--- src/rtl/bfma_pkg.sv ---
// Shared constants, types and the arctangent table for the flow moment accumulator.
package bfma_pkg;

    localparam int COLS_PER_HARMONIC = 4;
    localparam int BASE_COLS         = 3;
    localparam int COUNT_COL         = 5;
    localparam int FIRST_HARM_COL    = 7;
    localparam int CORDIC_STEPS      = 16;
    localparam int ANGLE_W           = 16;
    localparam int TRIG_W            = 18;
    localparam int ZANG_W            = 17;

    localparam logic signed [TRIG_W-1:0] CORDIC_START = 18'sd9949;
    localparam logic [ANGLE_W-1:0]       QUARTER_HALF = 16'd8192;

    localparam logic [2:0] REG_PT_MIN      = 3'd0;
    localparam logic [2:0] REG_PT_WIDTH    = 3'd1;
    localparam logic [2:0] REG_PT_BINS     = 3'd2;
    localparam logic [2:0] REG_Y_MIN       = 3'd3;
    localparam logic [2:0] REG_Y_WIDTH     = 3'd4;
    localparam logic [2:0] REG_Y_BINS      = 3'd5;
    localparam logic [2:0] REG_ORDERS      = 3'd6;
    localparam logic [2:0] REG_RAPIDITY    = 3'd7;

    localparam logic [1:0] SUB_COS    = 2'd0;
    localparam logic [1:0] SUB_SIN    = 2'd1;
    localparam logic [1:0] SUB_COS_SQ = 2'd2;
    localparam logic [1:0] SUB_SIN_SQ = 2'd3;

    typedef enum logic [10:0] {
        S_CLEAR  = 11'b000_0000_0001,
        S_IDLE   = 11'b000_0000_0010,
        S_DIV    = 11'b000_0000_0100,
        S_CHECK  = 11'b000_0000_1000,
        S_RD     = 11'b000_0001_0000,
        S_WR     = 11'b000_0010_0000,
        S_CORDIC = 11'b000_0100_0000,
        S_SQ     = 11'b000_1000_0000,
        S_RRD    = 11'b001_0000_0000,
        S_RDATA  = 11'b010_0000_0000,
        S_DONE   = 11'b100_0000_0000
    } t_state;

    function automatic logic signed [ZANG_W-1:0] arc_table(input logic [3:0] idx);
        logic signed [ZANG_W-1:0] v;
        unique case (idx)
            4'd0:  v = 17'sd8192;
            4'd1:  v = 17'sd4836;
            4'd2:  v = 17'sd2555;
            4'd3:  v = 17'sd1297;
            4'd4:  v = 17'sd651;
            4'd5:  v = 17'sd326;
            4'd6:  v = 17'sd163;
            4'd7:  v = 17'sd81;
            4'd8:  v = 17'sd41;
            4'd9:  v = 17'sd20;
            4'd10: v = 17'sd10;
            4'd11: v = 17'sd5;
            4'd12: v = 17'sd3;
            4'd13: v = 17'sd1;
            4'd14: v = 17'sd1;
            4'd15: v = 17'sd0;
            default: v = 17'sd0;
        endcase
        return v;
    endfunction

endpackage

--- src/rtl/bfma_div.sv ---
// Two-lane restoring divider, one quotient bit per lane each cycle.
module bfma_div
    import bfma_pkg::*;
(
    input  logic             i_clk,
    input  logic             i_rst_n,
    input  logic             i_start,
    input  logic [1:0][15:0] i_num,
    input  logic [1:0][15:0] i_den,
    output logic             o_done,
    output logic [1:0][15:0] o_quo
);

    logic             r_busy;
    logic             r_done;
    logic [3:0]       r_step;
    logic [1:0][15:0] r_num;
    logic [1:0][15:0] r_den;
    logic [1:0][15:0] r_rem;
    logic [1:0][15:0] r_quo;
    logic [1:0][16:0] rem_sh;
    logic [1:0]       fits;

    always_comb begin
        for (int l = 0; l < 2; l++) begin
            rem_sh[l] = {r_rem[l], r_num[l][15]};
            fits[l]   = rem_sh[l] >= {1'b0, r_den[l]};
        end
    end

    always_ff @(posedge i_clk) begin
        if (!i_rst_n) begin
            r_busy <= 1'b0;
            r_done <= 1'b0;
            r_step <= '0;
        end else begin
            r_done <= r_busy && (r_step == 4'd15);
            if (i_start) begin
                r_busy <= 1'b1;
                r_step <= '0;
            end else if (r_busy) begin
                r_step <= r_step + 4'd1;
                if (r_step == 4'd15) begin
                    r_busy <= 1'b0;
                end
            end
        end
    end

    always_ff @(posedge i_clk) begin
        if (i_start) begin
            r_num <= i_num;
            r_den <= i_den;
            r_rem <= '0;
            r_quo <= '0;
        end else if (r_busy) begin
            for (int l = 0; l < 2; l++) begin
                r_num[l] <= {r_num[l][14:0], 1'b0};
                r_quo[l] <= {r_quo[l][14:0], fits[l]};
                r_rem[l] <= fits[l] ? 16'(rem_sh[l] - {1'b0, r_den[l]}) : rem_sh[l][15:0];
            end
        end
    end

    assign o_done = r_done;
    assign o_quo  = r_quo;

endmodule

--- config.mk ---
export PLATFORM = sky130hd
export DESIGN_NAME = bfma_div
export DESIGN_NICKNAME = d
export VERILOG_FILES = /design/src/rtl/bfma_pkg.sv /design/src/rtl/bfma_div.sv
export SDC_FILE = /design/constraint.sdc
export NUM_CORES = 1
export LEC_CHECK = 0
export ABC_AREA = 1
export BUFFER_PORTS_ARGS = -buffer_cell sky130_fd_sc_hd__buf_2
export CORE_UTILIZATION = 45
export DETAILED_ROUTE_END_ITERATION = 6
export GPL_ROUTABILITY_DRIVEN = 0
export GPL_TIMING_DRIVEN = 0
export PLACE_DENSITY = 0.77
export SLEW_MARGIN = 20
export SYNTH_ARGS = -nofsm -noshare
export SYNTH_HDL_FRONTEND = slang
export SYNTH_SLANG_ARGS = --single-unit
export TNS_END_PERCENT = 30
--- constraint.sdc ---
create_clock -name i_clk -period 2.7 [get_ports i_clk]
set_input_delay 0.54 -clock i_clk [delete_from_list [all_inputs] [get_ports i_clk]]
set_output_delay 0.54 -clock i_clk [all_outputs]
set_load 0.01 [all_outputs]
==> results.yml <==
critical_path:
  reg2reg_from: "r_num[15]"
  arrival_ps: 2500
  timing.critical_path.buf_inv: 5
  crit_slowest_cell: "clkbuf_1"
  path_cells: "clkbuf_4 -> clkbuf_1 -> nor2_1 -> inv_1 -> clkbuf_2 -> buf_16"
  cpPeakStageDelay_ps: 440
  worstSetupPathType: "input pin to flip-flop"
  end_kind: "flip-flop"
  required_ps: 2830
  cp_max_fo: 33
  start_kind: "input pin"
  reg2reg_depth: 11
  worstReg2RegEnd: "r_rem[14]"
  r2r_setup_slack_ps: 330
  cp_top_family: "buffers and inverters"
detailed_routing:
  vias: 6220
  remaining_drc_errors: 0
  vias_per_cell: 4.91
  drt_wl_total_um: 16600
  ant_nets: 0
  wl_per_cell_um: 13.1
  drt_iter0_drc: 345
  drt_first_pass_iters: 6
clock_network:
  postCtsHoldBufs: 0
  root_buffer: "clkbuf_16"
  clockBufferDepth: 2
  cts_setup_buffers: 0
  cts_buffers: 17
  cts_tree: "yes"
  clk_pin_slew_ps: 60
  htree_levels: 4
  clkLatencyLatePin_ps: 420
  cts-resized-gates: 0
  clock-sinks: 134
power_and_ir_drop:
  p_leak_nw: 4.23
  power_mw: 5.00
  power_density_nw_per_um2: 586
  ir_drop_mv: 0.434
timing:
  setup_viol: 0
  period_share_pct: 87.9
  slew_violations: 0
  fin_skew_ps: 11.3
  relSlewSlack_pct: 59.5
  setup_ws_ps: 327
  finalHoldViolCount: 0
  finalCriticalPeriod_ps: 2370
  rsz0062_at_grt: "no"
  worst_slew_pin_slew_ps: 600
  fmax_ghz: 0.421
synth:
  netlist.area_leader.share_pct: 26.8
  synth_edf_count: 64
  yosysTopAreaCell: "edfxtp_1"
  synth_area_leaders: "edfxtp_1 27%, dfxtp_1 20%, nand2_1 16%, inv_1 7.3%, ha_1 5.8%"
  syn-cell-area_um2: 7180
  synthFlopType: "dfxtp_1"
  synth_nets: 1027
  syn_avg_cell_area_um2: 7.76
  postSynthCellCount: 925
  synth_most_common_cell: "nand2_1"
  synth_common_cells: "310 x nand2_1, 139 x inv_1, 70 x dfxtp_1"
  synthArstFlopShare_pct: 0
  yosysSeqAreaShare_pct: 46.3
  ys_ff_latch: 134
  synth_cell_types: 41
  ys_warn_count: 0
floorplanning:
  dieHeight_um: 128
  dieArea_um2: 16500
  initial_utilization_pct: 46.7
  core_area_um2: 15400
  num_rows: 45
  io_pins: 100
  die_w_um: 128
run_status:
  status: "completed"
global_routing:
  grt_pass1_wl_um: 27600
  overflow: 0
  antenna_found_initial: 1
  track_usage_pct: 21.5
  grt_pass1_vias: 5891
  grt_max_degree: 34
layout:
  fillers: 1371
  drive_gt1_share_pct: 16.2
  syn_to_final_growth_pct: 19.0
  postLayoutCellArea_um2: 8540
  stdcell_count: 1268
  fin_nets: 1146
  regArea_um2: 3320
  fin_util_pct: 55.6
  multi_input_area_um2: 3170
placed_design:
  io_buffers: 99
  dpl_worst_slack_ps: -350
  hpwl_um: 12300
  dp.cells: 1236
  postPlaceCellArea_um2: 7970
min_path:
  min_path_type: "input pin to flip-flop"
  min_from: "i_den[20]"
  hold_end: "r_den[20]"
  hold_depth: 1
flow_run:
  drv_cap: 0
[metrics by stage]
step	TNS [ps]	hold WS, ps
after floorplan	0	443
after global placement	-51970	436
after detailed placement	-11380	451
after CTS	0	277
after global routing	0	277
final	0	291
[worst register-to-register path: stages, from the launching register on]
cell	delay, ps
edfxtp_1	370
inv_1	60
ha_1	230
fa_1	450
o21ai_0	530
nand2_1	100
nand2_1	130
nand2_1	100
nand3_1	90
nand3_1	80
nand3_1	70
nand2_1	50
[area by class of cell]
class                           count  share of cell area [%]
Clock buffer                       18                    5.27
Timing Repair Buffer              100                    6.15
Tap cell                          211                    3.09
Inverter                          141                    6.23
Clock inverter                     13                    1.39
Sequential cell                   134                    38.9
Buffer                             27                    1.76
Antenna cell                        1                  0.0293
Multi-Input combinational cell    623                    37.2
[how the worst max path moves through the flow]
stage                     startpoint         to  cells past startpoint
after floorplan              i_start   r_num[0]                      4
after global placement       i_start  r_num[24]                      5
after detailed placement     i_start  r_num[24]                      6
after CTS                    i_start  r_num[30]                      6
after global routing         i_start  r_num[14]                      6
final                        i_start  r_num[29]                      6
[power breakdown]
group	leakage (nW)	switching [mW]	total, mW	internal (mW)
Sequential	1.21	0.0322	2.27	2.24
Combinational	2.73	0.313	0.481	0.168
Clock	0.287	0.919	2.25	1.33
Total	4.23	1.26	5.00	3.74
[placed cells by master, fill, tap and decap left out, types with 4 or more instances in the layout]
| master | count |
|---|---|
| edfxtp_1 | 64 |
| xor2_1 | 4 |
| nor2_2 | 4 |
| nand3b_1 | 5 |
| clkbuf_1 | 11 |
| o22ai_1 | 27 |
| nor3_1 | 6 |
| inv_6 | 4 |
| nor2_1 | 53 |
| nand4_1 | 13 |
| a21oi_1 | 37 |
| o21ai_0 | 23 |
| buf_2 | 104 |
| a21boi_0 | 5 |
| o21a_1 | 4 |
| nand3_2 | 4 |
| ha_1 | 33 |
| dfxtp_1 | 70 |
| inv_1 | 139 |
| nand3_1 | 61 |
| clkbuf_16 | 18 |
| nor2_4 | 4 |
| nand2_1 | 310 |
| nand2_2 | 7 |
[metal layers]
layer  vias to the layer above  global-route usage, %  share of wire (%)
met3                        19                   6.76                7.0
met5                         -                      0                  0
li1                       3218                      -                  -
met4                         0                   8.24                1.7
met1                      2793                   28.0                 47
met2                       190                   33.3                 45
[flip-flops by register name (all words and copies together) (netlist names)]
name and count:
r_num 32, r_busy 1, r_step 4, o_done 1
o_quo 32, r_rem 32, r_den 32
[cell families after synthesis]
family	count (synthesis)	share of synthesized area (%)
XOR/XNOR	7	0.854
AND/OR/NAND/NOR	477	28.7
AO/OA/AOI/OAI	104	8.35
adder cells (fa/ha/maj)	35	6.31
buffers and inverters	168	9.48
flip-flops	134	46.3
No activity file was read; power rests on OpenSTA's default activity.
