==> src/rtl/bfma_pkg.sv <==
// Shared constants, types and the arctangent table for the flow moment accumulator.
package bfma_pkg;

    localparam int COLS_PER_HARMONIC = 4;
    localparam int BASE_COLS         = 3;
    localparam int COUNT_COL         = 5;
    localparam int FIRST_HARM_COL    = 7;
    localparam int CORDIC_STEPS      = 16;
    localparam int ANGLE_W           = 16;
    localparam int TRIG_W            = 18;
    localparam int ZANG_W            = 17;

    localparam logic signed [TRIG_W-1:0] CORDIC_START = 18'sd9949;
    localparam logic [ANGLE_W-1:0]       QUARTER_HALF = 16'd8192;

    localparam logic [2:0] REG_PT_MIN      = 3'd0;
    localparam logic [2:0] REG_PT_WIDTH    = 3'd1;
    localparam logic [2:0] REG_PT_BINS     = 3'd2;
    localparam logic [2:0] REG_Y_MIN       = 3'd3;
    localparam logic [2:0] REG_Y_WIDTH     = 3'd4;
    localparam logic [2:0] REG_Y_BINS      = 3'd5;
    localparam logic [2:0] REG_ORDERS      = 3'd6;
    localparam logic [2:0] REG_RAPIDITY    = 3'd7;

    localparam logic [1:0] SUB_COS    = 2'd0;
    localparam logic [1:0] SUB_SIN    = 2'd1;
    localparam logic [1:0] SUB_COS_SQ = 2'd2;
    localparam logic [1:0] SUB_SIN_SQ = 2'd3;

    typedef enum logic [10:0] {
        S_CLEAR  = 11'b000_0000_0001,
        S_IDLE   = 11'b000_0000_0010,
        S_DIV    = 11'b000_0000_0100,
        S_CHECK  = 11'b000_0000_1000,
        S_RD     = 11'b000_0001_0000,
        S_WR     = 11'b000_0010_0000,
        S_CORDIC = 11'b000_0100_0000,
        S_SQ     = 11'b000_1000_0000,
        S_RRD    = 11'b001_0000_0000,
        S_RDATA  = 11'b010_0000_0000,
        S_DONE   = 11'b100_0000_0000
    } t_state;

    function automatic logic signed [ZANG_W-1:0] arc_table(input logic [3:0] idx);
        logic signed [ZANG_W-1:0] v;
        unique case (idx)
            4'd0:  v = 17'sd8192;
            4'd1:  v = 17'sd4836;
            4'd2:  v = 17'sd2555;
            4'd3:  v = 17'sd1297;
            4'd4:  v = 17'sd651;
            4'd5:  v = 17'sd326;
            4'd6:  v = 17'sd163;
            4'd7:  v = 17'sd81;
            4'd8:  v = 17'sd41;
            4'd9:  v = 17'sd20;
            4'd10: v = 17'sd10;
            4'd11: v = 17'sd5;
            4'd12: v = 17'sd3;
            4'd13: v = 17'sd1;
            4'd14: v = 17'sd1;
            4'd15: v = 17'sd0;
            default: v = 17'sd0;
        endcase
        return v;
    endfunction

endpackage

==> src/rtl/bfma_cordic.sv <==
// Iterative CORDIC that gives the Q14 cosine and sine of a binary angle.
module bfma_cordic
    import bfma_pkg::*;
(
    input  logic                     i_clk,
    input  logic                     i_rst_n,
    input  logic                     i_start,
    input  logic [ANGLE_W-1:0]       i_angle,
    output logic                     o_done,
    output logic signed [TRIG_W-1:0] o_cos,
    output logic signed [TRIG_W-1:0] o_sin
);

    logic                     r_busy;
    logic                     r_done;
    logic [3:0]               r_step;
    logic [1:0]               r_quad;
    logic signed [TRIG_W-1:0] r_x;
    logic signed [TRIG_W-1:0] r_y;
    logic signed [ZANG_W-1:0] r_z;
    logic signed [TRIG_W-1:0] r_cos;
    logic signed [TRIG_W-1:0] r_sin;

    logic [ANGLE_W-1:0]       shifted;
    logic signed [TRIG_W-1:0] dx;
    logic signed [TRIG_W-1:0] dy;
    logic signed [TRIG_W-1:0] n_x;
    logic signed [TRIG_W-1:0] n_y;
    logic signed [ZANG_W-1:0] n_z;

    assign shifted = i_angle + QUARTER_HALF;

    always_comb begin
        dx = r_y >>> r_step;
        dy = r_x >>> r_step;
        if (!r_z[ZANG_W-1]) begin
            n_x = r_x - dx;
            n_y = r_y + dy;
            n_z = r_z - arc_table(r_step);
        end else begin
            n_x = r_x + dx;
            n_y = r_y - dy;
            n_z = r_z + arc_table(r_step);
        end
    end

    always_ff @(posedge i_clk) begin
        if (!i_rst_n) begin
            r_busy <= 1'b0;
            r_done <= 1'b0;
            r_step <= '0;
        end else begin
            r_done <= r_busy && (r_step == 4'd15);
            if (i_start) begin
                r_busy <= 1'b1;
                r_step <= '0;
            end else if (r_busy) begin
                r_step <= r_step + 4'd1;
                if (r_step == 4'd15) begin
                    r_busy <= 1'b0;
                end
            end
        end
    end

    always_ff @(posedge i_clk) begin
        if (i_start) begin
            r_quad <= shifted[15:14];
            r_x    <= CORDIC_START;
            r_y    <= '0;
            r_z    <= $signed({3'b000, shifted[13:0]}) - 17'sd8192;
        end else if (r_busy) begin
            r_x <= n_x;
            r_y <= n_y;
            r_z <= n_z;
            if (r_step == 4'd15) begin
                unique case (r_quad)
                    2'd0: begin
                        r_cos <= n_x;
                        r_sin <= n_y;
                    end
                    2'd1: begin
                        r_cos <= -n_y;
                        r_sin <= n_x;
                    end
                    2'd2: begin
                        r_cos <= -n_x;
                        r_sin <= -n_y;
                    end
                    default: begin
                        r_cos <= n_y;
                        r_sin <= -n_x;
                    end
                endcase
            end
        end
    end

    assign o_done = r_done;
    assign o_cos  = r_cos;
    assign o_sin  = r_sin;

endmodule

==> config.mk <==
export PLATFORM = sky130hd
export DESIGN_NAME = bfma_cordic
export DESIGN_NICKNAME = d
export VERILOG_FILES = /design/src/rtl/bfma_pkg.sv /design/src/rtl/bfma_cordic.sv
export SDC_FILE = /design/constraint.sdc
export NUM_CORES = 1
export LEC_CHECK = 0
export BUFFER_PORTS_ARGS = -buffer_cell sky130_fd_sc_hd__buf_2
export CAP_MARGIN = 20
export CELL_PAD_IN_SITES_DETAIL_PLACEMENT = 1
export CELL_PAD_IN_SITES_GLOBAL_PLACEMENT = 1
export CORE_ASPECT_RATIO = 0.5
export CORE_MARGIN = 4
export CORE_UTILIZATION = 40
export DETAILED_ROUTE_END_ITERATION = 10
export PLACE_DENSITY_LB_ADDON = 0.1
export SLEW_MARGIN = 0
export SYNTH_ARGS = -nofsm -noshare
export SYNTH_HDL_FRONTEND = slang
export SYNTH_SLANG_ARGS = --single-unit
==> constraint.sdc <==
create_clock -name i_clk -period 12.4 [get_ports i_clk]
set_input_delay 1.24 -clock i_clk [delete_from_list [all_inputs] [get_ports i_clk]]
set_output_delay 1.24 -clock i_clk [all_outputs]
set_load 0.01 [all_outputs]
==> results of run 1 <==
cell usage in the layout, fill, tap and decap left out, drive strengths merged, types with 15 or more instances in the layout:
cell / n
ha: 64
xnor2: 52
mux2: 15
a31oi: 18
nand2: 125
nand3: 32
buf: 73
inv: 46
o21ai: 79
mux2i: 51
edfxtp: 55
dfxtp: 56
nor2: 166
a21oi: 104
nor4: 15
xor2: 49
a211oi: 30
mux4: 34
nor3: 39
path summary, 6_finish.rpt:
path,from,end,slack [ns],cells past startpoint
setup / recovery,r_step[0],o_sin[15],5.26,20
setup reg to reg,r_step[0],o_sin[15],5.26,20
hold / removal,r_x[1],r_x[1],0.58,2
hold reg to reg,r_x[1],r_x[1],0.58,2
metal layers:
metal / GRT usage [%] / vias up / routed length, um
li1: - / 5046 / -
met1: 34.57 / 5275 / 18280
met2: 36.03 / 224 / 15930
met3: 6.263 / 21 / 2364
met4: 3.820 / 0 / 336
met5: 0 / - / 0
cells by family after synthesis:
group / Yosys count / share of synthesized area (%)
AO/OA/AOI/OAI: 384 / 22.67
buffers and inverters: 126 / 4.570
flip-flops: 111 / 24.76
XOR/XNOR: 103 / 8.313
multiplexers: 100 / 12.97
AND/OR/NAND/NOR: 462 / 19.03
adder cells (fa/ha/maj): 67 / 7.687
metrics by stage:
stage / std cells / area, um2 / util [%]
detailed placement: 1721 / 11740 / 43.47
global placement: 1720 / 11740 / 43.45
finish: 1739 / 12070 / 44.68
CTS: 1737 / 12040 / 44.58
global route: 1739 / 12070 / 44.68
floorplan: 1353 / 11200 / -
area by class of cell:
cell class	count	area (um2)
clock buffers	12	267.8
clock inverters	4	31.28
fillers	3271	14940
inverters	49	183.9
multi-input cells	1116	7921
flip-flops and latches	111	2776
well taps	374	467.9
repair buffers	73	420.4
worst min-delay path, cell delays in order, from the launching register on:
cell and delay (ns):
sky130_fd_sc_hd__dfxtp_1 0.37, sky130_fd_sc_hd__nor2_1 0.11, sky130_fd_sc_hd__a211oi_1 0.05
cells in the mapped netlist, types with 11 or more instances:
master / number
sky130_fd_sc_hd__inv_1: 42
sky130_fd_sc_hd__dfxtp_1: 56
sky130_fd_sc_hd__edfxtp_1: 55
sky130_fd_sc_hd__o211ai_1: 13
sky130_fd_sc_hd__xor2_1: 49
sky130_fd_sc_hd__mux4_2: 33
sky130_fd_sc_hd__mux2i_1: 51
sky130_fd_sc_hd__a21o_1: 14
sky130_fd_sc_hd__xnor2_1: 52
sky130_fd_sc_hd__nand2_1: 125
sky130_fd_sc_hd__a21oi_1: 104
sky130_fd_sc_hd__a211o_1: 14
sky130_fd_sc_hd__clkbuf_1: 50
sky130_fd_sc_hd__a31oi_1: 18
sky130_fd_sc_hd__o21ai_0: 77
sky130_fd_sc_hd__mux2_2: 14
sky130_fd_sc_hd__nor3_1: 38
sky130_fd_sc_hd__and2_1: 13
sky130_fd_sc_hd__nand3_1: 31
sky130_fd_sc_hd__ha_1: 64
sky130_fd_sc_hd__buf_1: 11
sky130_fd_sc_hd__a211oi_1: 30
sky130_fd_sc_hd__nor2b_1: 11
sky130_fd_sc_hd__nor2_1: 166
sky130_fd_sc_hd__nor4_1: 15
==> reports/results.md, run 1 <==
| Group | Quantity | Reported |
|:---|:---|:---|
| run status | Status | finished clean |
| clock tree | CTS root buffer | sky130_fd_sc_hd__clkbuf_16 |
| timing | Final hold violation count | 0 |
| timing | Worst slew margin relative to its limit | 32.62% |
| clock tree | Clock tree from TritonCTS | yes |
| route | First drt pass iteration count | 5 |
| placement | Setup Slack @ Placement | 5.370 ns |
| yosys | Post-synthesis net count | 1,439 |
| yosys | Fraction of post-synthesis cell area in the top cell type by area | 14.75% |
| route | Vias | 10,570 |
| timing | Total negative slack for setup checks | 0 ns |
| cells and area | Post-layout net count | 1,446 |
| critical path | Combined buffer and inverter count along the critical path | 2 |
| global routing | Tot GR Track Use | 23.73% |
| floorplan | Placement Rows | 42 |
| cells and area | Post-synthesis to final-layout area growth | 7.777% |
| yosys | Share of synthesized flip-flops with an asynchronous set or reset | 0% |
| floorplan | Floorplan die area | 30,900 um2 |
| critical path | Critical-path maximum fanout | 41 |
| clock tree | Clock sinks | 111 |
| cells and area | Fraction of final layout cells sized beyond drive strength 1 | 12.45% |
| timing | Setup slack of the critical path after layout | 5.260 ns |
| timing | Unrepaired setup endpoints after global routing | false |
| clock tree | Post-cts resize count | 0 |
| global routing | Number of global-route vias before repair | 10,390 |
| critical path | Required time at the worst-slack endpoint | 12.52 ns |
| route | Remaining antenna violation count after routing | 0 |
| route | Total DRC errors in the routed layout | 0 |
| yosys | Post-synthesis instance area | 11,200 um2 |
| placement | Number of input and output port buffers inserted | 55 |
| yosys | Synthesized instance count | 1,353 |
| clock tree | Maximum buffer depth of the clock tree | 2 |
| yosys | Dominant cells by area after synthesis | sky130_fd_sc_hd__edfxtp_1 15%, sky130_fd_sc_hd__dfxtp_1 10%, sky130_fd_sc_hd__ha_1 7.2%, sky130_fd_sc_hd__mux4_2 6.6%, sky130_fd_sc_hd__nor2_1 5.6% |
| floorplan | Vertical die dimension | 126.3 um |
| clock tree | Skew-Pair Late Insertion Delay | 0.40 ns |
| clock tree | CTS buffer count | 9 |
| yosys | Ys Warns | 0 |
| yosys | Number of distinct library cells after synthesis | 90 |
| critical path | CP Capture Type | flip-flop |
| route | Vias per Instance | 6.076 |
| critical path | Most frequent CP cell | sky130_fd_sc_hd__nor2_1 |
| placement | RePlAce Congestion | 0.8977 |
| yosys | Post-synthesis sequential area ratio | 24.76% |
| yosys | Synth area leader | sky130_fd_sc_hd__edfxtp_1 |
| worst hold path | Worst hold-check path type | reg -> reg |
| clock tree | CTS Hold Buffers Added | 0 |
| floorplan | Number of top-level pins | 56 |
| critical path | Stage delay of the slowest cell on the critical path | 0.90 ns |
| floorplan | Initial standard-cell utilization of the core | 41.46% |
| critical path | Setup CP Type | reg -> reg |
| clock tree | CTS H-tree lvls | 3 |
| route | Detailed-route wire length per cell | 21.23 um |
| floorplan | Placeable core area | 27,010 um2 |
| flow run | Number of max-capacitance violations reported | 0 |
| critical path | CP max stage cell | sky130_fd_sc_hd__a311oi_1 |
| timing | Time the final worst path needs with I/O delays and setup | 7.140 ns |
| clock tree | Clock slew at the register clock pins of the worst setup and hold paths | 0.08 ns |
| yosys | Main flop type after synthesis | sky130_fd_sc_hd__dfxtp_1 |
| timing | Maximum clock frequency | 0.1401 GHz |
| yosys | Post-Syn Area per Cell | 8.277 um2 |
| timing | Measured slew at the worst slew-check pin | 1.007 ns |
| global routing | GR Overflow Total | 0 |
| critical path | Critical path's top delay family | compound AO/OA/AOI/OAI gates |
| route | Wire length reported by the detailed router | 36,920 um |
| global routing | Wire length of the first global-routing pass | 58,630 um |
| cells and area | Ant. Diodes | 0 |
| critical path | Sequence of cells on the critical path | buf_4 -> clkinv_1 -> mux2_4 -> a222oi_1 -> and3_2 -> nand3_2 -> nor2_1 -> nor2_1 -> xnor2_1 -> ha_1 -> o21a_1 -> o221ai_1 -> a21oi_1 -> o21ai_1 -> a311oi_1 -> and2_1 -> and3_1 -> nor2_1 -> mux4_2 -> o21bai_1 |
| timing | Hold Slack | 0.5767 ns |
| global routing | Antenna violations before repair | 0 |
| global routing | Largest net degree at the start of global routing | 61 |
| yosys | Number of enable-type register cells in the synthesized netlist | 55 |
| floorplan | DIE WIDTH | 244.6 um |
| timing | Pins over their slew limit | 0 |
| timing | Final worst-path cycle share | 57.58% |
| critical path | Worst EP arrival | 7.26 ns |
| timing | Worst clock skew | 0.02009 ns |
| placement | HPWL after detailed placement | 27,920 um |
| clock tree | Number of setup buffers added after CTS | 0 |
| timing | Number of failing setup endpoints in the final timing report | 0 |
| route | Initial detailed-routing violation count | 785 |
| yosys | FF+latch count, synth | 111 |
| critical path | Launching element type of the critical path | flip-flop |
Power of run 1 is not shown: default switching activity piles up to over one toggle a cycle in this logic, so the estimate is an artifact.
==> inputs of run 2 (changes only) <==
- clock period: 12.4 -> 6.29 ns (I/O delays scaled with it)
==> run 2 against run 1 <==
  * First-iteration DRC count increased by 3.1%
  * Setup slack got worse by 4.9 ns
  * Wire length rose by 7.9%
  * Sequential share of layout area decreased by 0.67 points
  * Cell count is 2.1% higher
  * Highest routed layer unchanged
==> reports/results.md, run 2 (synthesis results as in run 1) <==
| Group | Quantity | Reported | Change |
|:---|:---|:---|:---|
| route | Detailed-route wire length per cell | 22.44 um | +5.7% |
| floorplan | Number of top-level pins | 56 | unchanged |
| timing | Pins over their slew limit | 0 | unchanged |
| cells and area | Post-route standard cell area excluding fillers | 12,450 um2 | +3.2% |
| critical path | CP Capture Type | flip-flop |  |
| timing | Unrepaired setup endpoints after global routing | true |  |
| worst hold path | Worst hold-check path type | in -> reg |  |
| cells and area | Most used cells in the layout excluding fill and tap cells | 164 x sky130_fd_sc_hd__nor2_1, 125 x sky130_fd_sc_hd__nand2_1, 103 x sky130_fd_sc_hd__a21oi_1 |  |
| clock tree | Clock slew at the register clock pins of the worst setup and hold paths | 0.08 ns | about the same |
| critical path | Stage delay of the slowest cell on the critical path | 0.55 ns | -0.35 ns |
| global routing | Tot GR Track Use | 25.48% | +1.8 points |
| global routing | GR Overflow Total | 0 | unchanged |
| route | Total DRC errors in the routed layout | 0 | unchanged |
| critical path | Critical path's top delay family | compound AO/OA/AOI/OAI gates |  |
| placement | RePlAce Congestion | 0.9098 | +1.3% |
| global routing | Number of global-route vias before repair | 10,860 | +4.5% |
| route | M1 WL | 19,880 um | +8.8% |
| critical path | Required time at the worst-slack endpoint | 6.43 ns | -6.09 ns |
| timing | Time the final worst path needs with I/O delays and setup | 5.954 ns | -1.185 ns |
| clock tree | Clock sinks | 111 | unchanged |
| floorplan | DIE WIDTH | 244.6 um | unchanged |
| clock tree | Number of setup buffers added after CTS | 0 | unchanged |
| route | Wire length reported by the detailed router | 39,850 um | +7.9% |
| timing | Total negative slack for setup checks | 0 ns | unchanged |
| timing | Worst slew margin relative to its limit | 32.03% | -0.59 points |
| route | Vias | 10,920 | +3.3% |
| cells and area | Final core utilization | 46.10% | +1.4 points |
| critical path | Sequence of cells on the critical path | buf_12 -> mux4_2 -> a22oi_1 -> o31a_1 -> and3_1 -> and4_1 -> nand2_1 -> nor2_1 -> nor2_1 -> xnor2_1 -> ha_1 -> or3_1 -> o211ai_1 -> o21ai_0 -> a31oi_1 -> o21ai_0 -> buf_4 -> xnor3_1 -> a41o_1 -> a211o_1 |  |
| clock tree | CTS root buffer | sky130_fd_sc_hd__clkbuf_16 |  |
| critical path | Launching element type of the critical path | flip-flop |  |
| clock tree | CTS buffer count | 9 | unchanged |
| clock tree | CTS H-tree lvls | 3 | unchanged |
| floorplan | Vertical die dimension | 126.3 um | unchanged |
| clock tree | Skew-Pair Late Insertion Delay | 0.39 ns | about the same |
| timing | Measured slew at the worst slew-check pin | 1.017 ns | +0.01014 ns |
| cells and area | Fraction of final layout cells sized beyond drive strength 1 | 15.83% | +3.4 points |
| route | Vias per Instance | 6.148 | +1.2% |
| critical path | Setup CP Type | reg -> reg |  |
| placement | HPWL after detailed placement | 30,760 um | +10% |
| critical path | Critical-path maximum fanout | 17 | -59% |
| timing | Final worst-path cycle share | 94.66% | +37 points |
| floorplan | Floorplan die area | 30,900 um2 | unchanged |
| route | Total length of routed met3 wires | 2400 um | +1.5% |
| route | Initial detailed-routing violation count | 809 | +3.1% |
| placement | Number of input and output port buffers inserted | 55 | unchanged |
| clock tree | Maximum buffer depth of the clock tree | 2 | unchanged |
| route | First drt pass iteration count | 5 | unchanged |
| cells and area | Ant. Diodes | 0 | unchanged |
| timing | Number of failing setup endpoints in the final timing report | 0 | unchanged |
| floorplan | Placeable core area | 27,010 um2 | unchanged |
| global routing | Antenna violations before repair | 0 | unchanged |
| timing | Setup slack of the critical path after layout | 0.3357 ns | -4.925 ns |
| timing | Final hold violation count | 0 | unchanged |
| timing | Maximum clock frequency | 0.1679 GHz | +20% |
| critical path | Worst EP arrival | 6.09 ns | -1.17 ns |
| flow run | Number of max-capacitance violations reported | 0 | unchanged |
| cells and area | Post-layout net count | 1,483 | +2.6% |
| global routing | Wire length of the first global-routing pass | 62,180 um | +6.1% |
| global routing | Largest net degree at the start of global routing | 97 | +59% |
| cells and area | Post-synthesis to final-layout area growth | 11.18% |  |
| floorplan | Placement Rows | 42 | unchanged |
| placement | Total cell area at the placement stage | 12,050 um2 | +2.6% |
| placement | Setup Slack @ Placement | -0.05175 ns | -5.421 ns |
| route | Remaining antenna violation count after routing | 0 | unchanged |
| cells and area | Most common cell after layout, fill and taps aside | sky130_fd_sc_hd__nor2_1 |  |
| route | Uppermost metal layer occupied by signal nets | met4 |  |
| floorplan | Initial standard-cell utilization of the core | 41.46% | unchanged |
| route | Sum of met2 wire segment lengths after detailed routing | 17,060 um | +7.1% |
| timing | Worst clock skew | 0.01505 ns | -0.005035 ns |
| clock tree | Clock tree from TritonCTS | yes |  |
| critical path | CP max stage cell | sky130_fd_sc_hd__mux4_2 |  |
| critical path | Combined buffer and inverter count along the critical path | 2 | unchanged |
| run status | Status | finished clean |  |
-- run 2: path summary, 6_finish.rpt --
check | start | end | slack (ns) | depth (start not counted)
setup / recovery | r_step[0] | o_cos[17] | 0.34 | 20
setup reg to reg | r_step[0] | o_cos[17] | 0.34 | 20
hold reg to reg | r_y[0] | r_y[0] | 0.53 | 2
hold / removal | i_angle[9] | r_z[9] | 0.52 | 3
-- run 2: metrics by stage --
step | cells | hold WS, ns
after floorplan | 1353 | 0.4724
after global placement | 1760 | 0.5062
after detailed placement | 1760 | 0.5205
after CTS | 1776 | 0.4936
after global routing | 1776 | 0.5248
final | 1776 | 0.5163
-- run 2: worst min-delay path, delay by kind of cell --
kind            cells  cell delay [ns]
simple gates        1             0.04
compound gates      1             0.05
buf+inv             1             0.07
-- run 2: what timing repair did --
item / in CTS / in global routing
hold buffers: 0 / 0
resized for setup: 1 / 20
endpoints found under the setup margin: 2 / 8
-- run 2: area by class of cell --
cell class	instances	area, um2
Inverter	49	183.9
Multi-Input combinational cell	1116	8015
Clock inverter	5	56.30
Timing Repair Buffer	110	704.4
Sequential cell	111	2780
Fill cell	3298	14560
Clock buffer	11	242.7
Tap cell	374	467.9
-- run 2: routing by layer --
layer / track usage, % / vias to the layer above
met4: 4.859 / 0
li1: - / 5120
met2: 38.97 / 280
met5: 0 / -
met1: 37.48 / 5478
met3: 5.314 / 41
Power of run 2 is left out for the same reason.
